===== config.mk =====
export PLATFORM = sky130hd
export DESIGN_NAME = pcbp_back
export DESIGN_NICKNAME = d
export VERILOG_FILES = /design/src/pcbp_pkg.sv /design/src/pcbp_back.sv
export SDC_FILE = /design/constraint.sdc
export NUM_CORES = 1
export LEC_CHECK = 0
export ABC_AREA = 0
export BUFFER_PORTS_ARGS = -buffer_cell sky130_fd_sc_hd__buf_2
export CAP_MARGIN = 10
export CORE_MARGIN = 4
export CORE_UTILIZATION = 59
export DETAILED_ROUTE_END_ITERATION = 12
export PLACE_DENSITY_LB_ADDON = 0.08
export SLEW_MARGIN = 20
export SYNTH_ARGS = -nofsm -noshare
export SYNTH_HDL_FRONTEND = slang
export SYNTH_SLANG_ARGS = --single-unit

===== constraint.sdc =====
create_clock -name clk_i -period 3 [get_ports clk_i]
set_input_delay 0.6 -clock clk_i [delete_from_list [all_inputs] [get_ports clk_i]]
set_output_delay 0.6 -clock clk_i [all_outputs]
set_load 0.03 [all_outputs]

===== src/pcbp_pkg.sv =====
`timescale 1ns / 1ps

package pcbp_pkg;

  // Table and field geometry
  localparam int SYMBOL_COUNT = 256;
  localparam int MAX_CODE_LEN = 32;
  localparam int SYM_W        = 8;
  localparam int SYM_AW       = $clog2(SYMBOL_COUNT);
  localparam int CODE_W       = 32;
  localparam int LEN_W        = 6;
  localparam int LEN_LIMIT    = (MAX_CODE_LEN < CODE_W) ? MAX_CODE_LEN : CODE_W;
  localparam int ENTRY_W      = LEN_W + CODE_W;

  // Bit accumulator: up to 7 pending bits plus one code, left aligned
  localparam int ACC_W        = CODE_W + 8;
  localparam int CNT_W        = $clog2(CODE_W + 8);

  // Item kinds
  localparam logic [1:0] KIND_LOAD   = 2'd0;
  localparam logic [1:0] KIND_ENCODE = 2'd1;
  localparam logic [1:0] KIND_FLUSH  = 2'd2;

  // Result status codes
  localparam logic [1:0] STATUS_FULL    = 2'd0;
  localparam logic [1:0] STATUS_PARTIAL = 2'd1;
  localparam logic [1:0] STATUS_NOCODE  = 2'd2;

  // Commands handed from the front end to the packer
  typedef enum logic [1:0] {
    OP_ENCODE,
    OP_ERROR,
    OP_FLUSH
  } pcbp_op_e;

  typedef struct packed {
    pcbp_op_e          op;
    logic [CODE_W-1:0] code;  // left aligned, zero below the length
    logic [LEN_W-1:0]  len;
  } pcbp_cmd_t;

endpackage


===== src/pcbp_back.sv =====
`timescale 1ns / 1ps

module pcbp_back (
  input  logic                clk_i,
  input  logic                rst_ni,
  input  logic                cmd_valid_i,
  output logic                cmd_pop_o,
  input  pcbp_pkg::pcbp_cmd_t cmd_i,
  output logic                empty,
  input  logic                pop,
  output logic [7:0]          byte_out_o,
  output logic [3:0]          valid_bits_o,
  output logic [1:0]          status_o,
  output logic                last_o
);

  logic [pcbp_pkg::ACC_W-1:0] acc_q, acc_d;
  logic [pcbp_pkg::CNT_W-1:0] total_q, total_d;
  logic                       out_valid_q, out_valid_d;
  logic [7:0]                 byte_q, byte_d;
  logic [3:0]                 valid_bits_q, valid_bits_d;
  logic [1:0]                 status_q, status_d;
  logic                       last_q, last_d;
  logic                       out_free;

  assign out_free = !out_valid_q || pop;

  // Emit whole bytes first; otherwise take the next command
  always_comb begin
    acc_d        = acc_q;
    total_d      = total_q;
    out_valid_d  = out_valid_q && !pop;
    byte_d       = byte_q;
    valid_bits_d = valid_bits_q;
    status_d     = status_q;
    last_d       = last_q;
    cmd_pop_o    = 1'b0;
    if (total_q >= pcbp_pkg::CNT_W'(8)) begin
      if (out_free) begin
        out_valid_d  = 1'b1;
        byte_d       = acc_q[pcbp_pkg::ACC_W-1 -: 8];
        valid_bits_d = 4'd8;
        status_d     = pcbp_pkg::STATUS_FULL;
        last_d       = (total_q < pcbp_pkg::CNT_W'(16));
        acc_d        = acc_q << 8;
        total_d      = total_q - pcbp_pkg::CNT_W'(8);
      end
    end else if (cmd_valid_i) begin
      case (cmd_i.op)
        pcbp_pkg::OP_ENCODE: begin
          // pending bits stay on top, the code goes right behind them
          cmd_pop_o = 1'b1;
          acc_d     = acc_q | ({cmd_i.code, 8'd0} >> total_q[2:0]);
          total_d   = total_q + pcbp_pkg::CNT_W'(cmd_i.len);
        end
        pcbp_pkg::OP_ERROR: begin
          if (out_free) begin
            cmd_pop_o    = 1'b1;
            out_valid_d  = 1'b1;
            byte_d       = 8'd0;
            valid_bits_d = 4'd0;
            status_d     = pcbp_pkg::STATUS_NOCODE;
            last_d       = 1'b1;
          end
        end
        pcbp_pkg::OP_FLUSH: begin
          if (total_q == '0) begin
            cmd_pop_o = 1'b1;
          end else if (out_free) begin
            cmd_pop_o    = 1'b1;
            out_valid_d  = 1'b1;
            byte_d       = acc_q[pcbp_pkg::ACC_W-1 -: 8];
            valid_bits_d = {1'b0, total_q[2:0]};
            status_d     = pcbp_pkg::STATUS_PARTIAL;
            last_d       = 1'b1;
            acc_d        = '0;
            total_d      = '0;
          end
        end
        default: begin
          cmd_pop_o = 1'b1;
        end
      endcase
    end
  end

  always_ff @(posedge clk_i or negedge rst_ni) begin
    if (!rst_ni) begin
      acc_q       <= '0;
      total_q     <= '0;
      out_valid_q <= 1'b0;
    end else begin
      acc_q       <= acc_d;
      total_q     <= total_d;
      out_valid_q <= out_valid_d;
    end
  end

  // Result register
  always_ff @(posedge clk_i) begin
    byte_q       <= byte_d;
    valid_bits_q <= valid_bits_d;
    status_q     <= status_d;
    last_q       <= last_d;
  end

  assign empty        = !out_valid_q;
  assign byte_out_o   = byte_q;
  assign valid_bits_o = valid_bits_q;
  assign status_o     = status_q;
  assign last_o       = last_q;

endmodule


==> impl_metrics.ini <==
[clocking]
cts_resized = 0
clk_latency_ps = 330
cts-root-buf = clkbuf_8
h-tree-depth = 3
cts_tree = done
post-cts-setup-buffers = 0
clkSinkCount = 61
clkTransAtPathRegs_ps = 70
hold_buffers = 0
cts_made_buffers = 9
cts_buffer_depth = 2

[setup_path]
worstReg2RegEnd = acc_q[35]$_DFFE_PN0P_
reg2reg_from = total_q[4]$_DFFE_PN0P_
crit_path_max_fanout = 7
critPathLaunchType = register
r2r_cells = 5
cp.required_ps = 2400
cp.arrival_ps = 2120
worstSetupPathType = reg -> out
startpoint = total_q[4]$_DFFE_PN0P_
crit_path_end_kind = output pin
rrSetupSlack_ps = 390

[detailed_routing]
drt-total-wl_microns = 11300
vias = 3951
drt_first_iter_violations = 282
drcViolationCount = 0
postRouteAntennaNets = 0
post_drt_wl_per_cell_microns = 17.9
vias_per_cell = 6.27
dr.pass1.iters = 4

[synthesis]
synth_area_per_cell_sq_um = 9.48
yosys_warnings = 0
synth_seq_cells = 61
yosysSeqAreaShare_pct = 35.3
synth.top_cell.area_share_pct = 25.4
netlist_area_sq_mm = 0.00453
syn_nets = 533
synthFlopType = dfrtp_1
synth.most_common_cell = mux2i_1
yosysTopAreaCell = dfrtp_1
async_reset_ff_share_pct = 75.4
synth_commonest_cells = mux2i_1, a21oi_1, dfrtp_1, inv_1, nand2_1
syn_inst = 478
synthDistinctLibCells = 58
yosys-top-cells-area = dfrtp_1, mux2i_1, edfxtp_1
synth-edff-count = 15

[run_status]
status = completed

[global_routing]
grt_max_degree = 59
grt_pass1_vias = 3738
antenna_found_initial = 0
grt_overflow = 0
grt.total_usage_pct = 26.0
grt_pass1_wl_microns = 18500

[floorplanning]
initial_core_util_pct = 61.5
die_w_microns = 95.7
fp.coreArea_sq_mm = 0.00737
rows = 31
die_area_sq_mm = 0.00915
ios = 61
die_h_microns = 95.7

[timing]
fin_skew_ps = 9.00
tns_ps = 0
slew_viol_final = 0
fmax_mhz = 367
report.final.setup_viol = 0
grt_setup_unrepaired = false
period_minus_slack_ps = 2720
worst_pin_slew_ps = 832
fin_crit_sh_pct = 90.8
hold_viol = 0
max-slew-margin-rel_pct = 44.1

[power]
p_leak_nw = 2.18
total_power_mw = 5.33
peakVddDrop_v = 0.000647
power_density_mw_per_mm2 = 1060

[finish]
multi_input_area_sq_mm = 0.00259
syn2layout_area_growth_pct = 11.3
utilization_pct = 68.5
seqCellArea_sq_mm = 0.00161
drive_above_1_share_pct = 19.8
layout.nets = 581
diodes = 0
fillers = 619

[placement]
dp_hpwl_microns = 8200
place_congestion = 0.910
port_buffers = 60

[hold_path]
hold_path_class = in -> async

[run]
drv_cap = 0
report_power, final:
part | leakage [nW] | switching, mW | internal (mW)
Clock | 0.0844 | 0.315 | 0.321
Combinational | 1.36 | 1.82 | 1.28
Sequential | 0.744 | 0.352 | 1.24
cell type report:
class,count,share of cell area [%]
inverters,39,2.90
flip-flops and latches,61,31.8
well taps,99,2.45
repair buffers,74,8.28
multi-input cells,341,51.3
clock buffers,14,3.02
clock inverters,2,0.198
critical path, stage by stage (launching register included):
cell and delay, ps:
dfrtp_1 440, nor3_1 710, a21oi_1 140, o21ai_0 160, and3_1 160, buf_2 190
cell families after synthesis:
kind of cell,synth area share [%]
compound gates,21.2
xor+xnor,0.193
fa+ha+maj,3.20
buf+inv,7.51
flops,35.3
mux,22.9
simple gates,9.69
metrics by stage:
step / hold WS [ps] / instance area [sq um] / std cells / setup WS (ps)
after detailed placement: 453 / 4880 / 614 / 359
after floorplan: 304 / 4530 / 478 / 677
after global placement: 452 / 4880 / 614 / 434
after global routing: 90.6 / 5050 / 630 / 230
after CTS: 93.6 / 5050 / 630 / 345
final: 96.5 / 5050 / 630 / 276
cells in the final DEF (no fill, tap or decap), drive strengths merged, types with 4 or more instances in the layout:
cell,instances
a211oi,9
inv,39
o31ai,5
nand3,7
clkbuf,14
nor2,8
nand2,36
ha,10
nor3,5
a21oi,70
o21ai,13
dfrtp,46
mux2i,89
a221oi,25
mux4,5
edfxtp,15
nor2b,7
buf,74
and3,4
worst max path at each step:
stage                                          to  slack [ps]  cells after the start
after floorplan           byte_out_o[0]$_DFFE_PP_         680                      5
final                                   cmd_pop_o         280                      5
after detailed placement    acc_q[35]$_DFFE_PN0P_         360                      8
after global routing                    cmd_pop_o         230                      5
after global placement      acc_q[35]$_DFFE_PN0P_         430                      8
after CTS                               cmd_pop_o         350                      5
sequential cells by signal (all words and copies together), names as in the netlist:
register,count
acc_q,39
byte_out_o,8
last_o,1
out_valid_q,1
status_o,2
total_q,6
valid_bits_o,4
metal layers:
metal  routed length, microns  global-route usage, %
met1                     5140                   37.2
met2                     4940                   38.3
met3                      826                   4.81
met4                      358                   12.0
met5                        0                      0
Power figures use the tool's default switching activity.
