==> src/pcbp_pkg.sv <==
`timescale 1ns / 1ps

package pcbp_pkg;

  // Table and field geometry
  localparam int SYMBOL_COUNT = 256;
  localparam int MAX_CODE_LEN = 32;
  localparam int SYM_W        = 8;
  localparam int SYM_AW       = $clog2(SYMBOL_COUNT);
  localparam int CODE_W       = 32;
  localparam int LEN_W        = 6;
  localparam int LEN_LIMIT    = (MAX_CODE_LEN < CODE_W) ? MAX_CODE_LEN : CODE_W;
  localparam int ENTRY_W      = LEN_W + CODE_W;

  // Bit accumulator: up to 7 pending bits plus one code, left aligned
  localparam int ACC_W        = CODE_W + 8;
  localparam int CNT_W        = $clog2(CODE_W + 8);

  // Item kinds
  localparam logic [1:0] KIND_LOAD   = 2'd0;
  localparam logic [1:0] KIND_ENCODE = 2'd1;
  localparam logic [1:0] KIND_FLUSH  = 2'd2;

  // Result status codes
  localparam logic [1:0] STATUS_FULL    = 2'd0;
  localparam logic [1:0] STATUS_PARTIAL = 2'd1;
  localparam logic [1:0] STATUS_NOCODE  = 2'd2;

  // Commands handed from the front end to the packer
  typedef enum logic [1:0] {
    OP_ENCODE,
    OP_ERROR,
    OP_FLUSH
  } pcbp_op_e;

  typedef struct packed {
    pcbp_op_e          op;
    logic [CODE_W-1:0] code;  // left aligned, zero below the length
    logic [LEN_W-1:0]  len;
  } pcbp_cmd_t;

endpackage

==> src/pcbp_cmd_fifo.sv <==
`timescale 1ns / 1ps

module pcbp_cmd_fifo (
  input  logic                clk_i,
  input  logic                rst_ni,
  input  logic                wr_valid_i,
  output logic                wr_ready_o,
  input  pcbp_pkg::pcbp_cmd_t wr_cmd_i,
  output logic                rd_valid_o,
  input  logic                rd_pop_i,
  output pcbp_pkg::pcbp_cmd_t rd_cmd_o
);

  pcbp_pkg::pcbp_cmd_t entry_q [2];
  logic                wr_ptr_q;
  logic                rd_ptr_q;
  logic [1:0]          count_q;
  logic                do_wr;
  logic                do_rd;

  assign wr_ready_o = (count_q != 2'd2);
  assign rd_valid_o = (count_q != 2'd0);
  assign do_wr      = wr_valid_i && wr_ready_o;
  assign do_rd      = rd_pop_i && rd_valid_o;
  assign rd_cmd_o   = entry_q[rd_ptr_q];

  // Two-word queue between lookup and packer
  always_ff @(posedge clk_i or negedge rst_ni) begin
    if (!rst_ni) begin
      wr_ptr_q <= 1'b0;
      rd_ptr_q <= 1'b0;
      count_q  <= 2'd0;
    end else begin
      if (do_wr) begin
        wr_ptr_q <= !wr_ptr_q;
      end
      if (do_rd) begin
        rd_ptr_q <= !rd_ptr_q;
      end
      if (do_wr && !do_rd) begin
        count_q <= count_q + 2'd1;
      end else if (do_rd && !do_wr) begin
        count_q <= count_q - 2'd1;
      end
    end
  end

  always_ff @(posedge clk_i) begin
    if (do_wr) begin
      entry_q[wr_ptr_q] <= wr_cmd_i;
    end
  end

endmodule

==> config.mk <==
export PLATFORM = sky130hd
export DESIGN_NAME = pcbp_cmd_fifo
export DESIGN_NICKNAME = d
export VERILOG_FILES = /design/src/pcbp_pkg.sv /design/src/pcbp_cmd_fifo.sv
export SDC_FILE = /design/constraint.sdc
export NUM_CORES = 1
export LEC_CHECK = 0
export ABC_AREA = 1
export BUFFER_PORTS_ARGS = -buffer_cell sky130_fd_sc_hd__buf_4
export CORE_MARGIN = 2
export CORE_UTILIZATION = 30
export CTS_BUF_LIST = sky130_fd_sc_hd__clkbuf_8
export DETAILED_ROUTE_END_ITERATION = 12
export GPL_TIMING_DRIVEN = 0
export PLACE_DENSITY = 0.58
export SLEW_MARGIN = 20
export SYNTH_ARGS = -nofsm -noshare
export SYNTH_HDL_FRONTEND = slang
export SYNTH_SLANG_ARGS = --single-unit
==> constraint.sdc <==
create_clock -name clk_i -period 3.1 [get_ports clk_i]
set_input_delay 0.93 -clock clk_i [delete_from_list [all_inputs] [get_ports clk_i]]
set_output_delay 0.93 -clock clk_i [all_outputs]
set_load 0.05 [all_outputs]
==> impl_metrics.env <==
export IMPL_status="completed"
export IMPL_cts_htree_levels=3
export IMPL_global_route_wire_length_before_repair_um=9330
export IMPL_synthDistinctLibCells=17
export IMPL_cts_hold_fix_buffers=0
export IMPL_postRouteWirelength_um=6040
export IMPL_diodes=0
export IMPL_clock_tree_from_tritoncts="done"
export IMPL_drt_pre_antenna_iters=6
export IMPL_max_cap_violations=0
export IMPL_cts_root_buffer="sky130_fd_sc_hd__clkbuf_8"
export IMPL_report_final_slew_viol_count=0
export IMPL_power_frac_clock=0.151
export IMPL_synthCells=238
export IMPL_synth_seq_cells=84
export IMPL_gp_routability_congestion=0.649
export IMPL_via_count_of_the_first_global_routing_pass=1919
export IMPL_num_io_pins=86
export IMPL_detailedPlacementHpwl_um=3960
export IMPL_r2r_slack_ps=1440
export IMPL_power_switching_uw=2190
export IMPL_cp_max_fo=10
export IMPL_synth_yosys_warnings=0
export IMPL_maximum_count_of_clock_buffers_along_a_single_path=2
export IMPL_avgSynthCellArea_sq_um=13.4
export IMPL_cts_made_buffers=9
export IMPL_drtIter0Drc=91
export IMPL_power_share_sequential=0.339
export IMPL_p_comb_frac=0.510
export IMPL_post_route_min_period_ps=2360
export IMPL_drcViolationCount=0
export IMPL_worst_setup_hold_path_clk_slew_ps=80
export IMPL_launching_element_type_of_the_critical_path="flop"
export IMPL_fmaxAchievable_mhz=424
export IMPL_min_path_type="in -> async"
export IMPL_internal_power_uw=2590
export IMPL_timing_final_crit_share=0.760
export IMPL_r2r_cells=5
export IMPL_fin_ws_ps=744
export IMPL_nNetsFinal=381
export IMPL_synthesis_nets=283
export IMPL_slew_headroom=0.619
export IMPL_initial_utilization=0.309
export IMPL_synth_top_cell_area_share=0.752
export IMPL_post_route_cells_drive_above_1_share=0.355
export IMPL_pin_count_of_the_biggest_net_entering_global_routing=25
export IMPL_worstPathArrival_ps=1430
export IMPL_dieWidth_um=107
export IMPL_synth_area_top_cells="sky130_fd_sc_hd__edfxtp_1, sky130_fd_sc_hd__nand2_1, sky130_fd_sc_hd__dfrtp_1, sky130_fd_sc_hd__buf_6, sky130_fd_sc_hd__buf_4"
export IMPL_critPathKind="reg -> out"
export IMPL_avgViaCountPerCell=4.08
export IMPL_drt_antenna_violating_nets=0
export IMPL_dieArea_sq_mm=0.0115
export IMPL_chipHeight_um=107
export IMPL_rsz0062_at_grt="no"
export IMPL_rr_endpoint="entry_q[0][13]$_DFFE_PP_"
export IMPL_final_global_route_overflow_total=0
export IMPL_worstMarginPinSlew_ps=569
export IMPL_netlist_area_sq_mm=0.00319
export IMPL_areaGrowthSynthToFinish_pct=32.9
export IMPL_grt_antenna_before_repair=0
export IMPL_report_final_setup_viol=0
export IMPL_insertion_delay_ps=340
export IMPL_dr_total_vias=1947
export IMPL_peakVddDrop_v=0.000459
export IMPL_finalPower_uw=4780
export IMPL_buffer_ports_inserted=85
export IMPL_timing_critical_path_required_ps=2170
export IMPL_power_leakage_uw=0.00181
export IMPL_setup_crit_end_kind="output pin"
export IMPL_coreArea_sq_mm=0.0103
export IMPL_cts_sinks=84
export IMPL_globalRouteTotalUtil=0.109
export IMPL_synth_largest_area_cell="sky130_fd_sc_hd__edfxtp_1"
export IMPL_hold_violations=0
export IMPL_final_core_utilization=0.411
export IMPL_power_switching_fraction=0.458
export IMPL_pre_cts_slack_ps=908
export IMPL_regToRegStartpoint="count_q[0]$_DFFE_PN0P_"
export IMPL_placement_rows=37
export IMPL_power_density_over_the_cells_mw_per_mm2=1130
export IMPL_post_cts_setup_buffers=0
export IMPL_clock_skew_after_layout_ps=7.23
export IMPL_synth_seq_area_share=0.784
export IMPL_wire_per_inst_um=12.7
export IMPL_cts_resized=0
## synth_stat cells
cell type	number
sky130_fd_sc_hd__nor2_1	2
sky130_fd_sc_hd__ha_1	1
sky130_fd_sc_hd__nand2_1	126
sky130_fd_sc_hd__buf_4	4
sky130_fd_sc_hd__xnor2_1	1
sky130_fd_sc_hd__nand3_1	2
sky130_fd_sc_hd__nand4_1	1
sky130_fd_sc_hd__nand2_2	2
sky130_fd_sc_hd__edfxtp_1	80
sky130_fd_sc_hd__nand2_4	2
sky130_fd_sc_hd__inv_6	1
sky130_fd_sc_hd__xor2_2	1
sky130_fd_sc_hd__dfrtp_1	4
sky130_fd_sc_hd__inv_1	4
sky130_fd_sc_hd__buf_6	4
sky130_fd_sc_hd__buf_8	1
sky130_fd_sc_hd__inv_2	2
## cell families (layout without fill, tap and decap cells)
| kind of cell | after synthesis | in the layout | synth area share |
|---|---|---|---|
| and+or+nand+nor | 135 | 135 | 0.167 |
| DFF | 84 | 84 | 0.784 |
| buffers and inverters | 16 | 119 | 0.0380 |
| xor gates and xnor gates | 2 | 2 | 0.00784 |
| adders and majority gates | 1 | 1 | 0.00392 |
## power by group through the flow
stage	logic (uW)	clock network, uW	registers, uW
after floorplan	1710	0	1650
after global placement	2420	0	1670
after detailed placement	2480	0	1650
after CTS	2490	750	1620
after global routing	2610	797	1650
final	2440	719	1620
## through the flow
step                      hold slack (ps)  instance area (sq um)  cells  TNS (ps)
final                                 370                   4240    477         0
after global routing                  336                   4240    477         0
after CTS                             340                   4240    477         0
after detailed placement              507                   4060    461         0
after global placement                502                   4000    459    -97120
after floorplan                       485                   3190    238     -1780
## cell type report
cell class / instances / area [sq um]
Buffer: 9 / 90.1
Clock buffer: 11 / 151
Clock inverter: 5 / 36.3
Fill cell: 961 / 6080
Inverter: 7 / 31.3
Multi-Input combinational cell: 138 / 584
Sequential cell: 84 / 2500
Tap cell: 136 / 170
Timing Repair Buffer: 87 / 678
## routing by layer
layer	vias to the layer above	wire, um	global-route usage
met4	0	70	0.0473
met1	897	2620	0.132
li1	989	-	-
met2	55	3060	0.182
met3	6	296	0.0316
met5	-	0	0
## worst max-delay path, stage by stage (launching register included)
cell                      delay, ps
sky130_fd_sc_hd__dfrtp_1        380
sky130_fd_sc_hd__buf_6          140
sky130_fd_sc_hd__inv_6           80
sky130_fd_sc_hd__buf_6          150
sky130_fd_sc_hd__nand2_1         60
sky130_fd_sc_hd__nand2_1         80
sky130_fd_sc_hd__buf_4          200
## how the worst max path moves through the flow
stage                                           to                 start
after floorplan            entry_q[0][0]$_DFFE_PP_            wr_valid_i
after global placement     entry_q[0][8]$_DFFE_PP_            wr_valid_i
after detailed placement  entry_q[1][14]$_DFFE_PP_            wr_valid_i
after CTS                             rd_cmd_o[13]  rd_ptr_q$_DFFE_PN0P_
after global routing                  rd_cmd_o[13]  rd_ptr_q$_DFFE_PN0P_
final                                 rd_cmd_o[13]  rd_ptr_q$_DFFE_PN0P_
## state kept, by name (all words and copies together) (netlist names)
| register | count |
|---|---|
| entry_q | 80 |
| count_q | 2 |
| rd_ptr_q | 1 |
| wr_ptr_q | 1 |
## placed cells by master (no fill, tap or decap)
cell type                    synthesis  layout
sky130_fd_sc_hd__buf_12              0       2
sky130_fd_sc_hd__buf_4               4      89
sky130_fd_sc_hd__buf_6               4       4
sky130_fd_sc_hd__buf_8               1       1
sky130_fd_sc_hd__clkbuf_8            0      11
sky130_fd_sc_hd__clkinv_4            0       1
sky130_fd_sc_hd__clkinvlp_4          0       2
sky130_fd_sc_hd__dfrtp_1             4       4
sky130_fd_sc_hd__edfxtp_1           80      80
sky130_fd_sc_hd__ha_1                1       1
sky130_fd_sc_hd__inv_1               4       5
sky130_fd_sc_hd__inv_2               2       2
sky130_fd_sc_hd__inv_6               1       2
sky130_fd_sc_hd__nand2_1           126     126
sky130_fd_sc_hd__nand2_2             2       2
sky130_fd_sc_hd__nand2_4             2       2
sky130_fd_sc_hd__nand3_1             2       2
sky130_fd_sc_hd__nand4_1             1       1
sky130_fd_sc_hd__nor2_4              0       2
sky130_fd_sc_hd__xnor2_1             1       1
sky130_fd_sc_hd__xor2_2              1       1
Power figures use the tool's default switching activity.
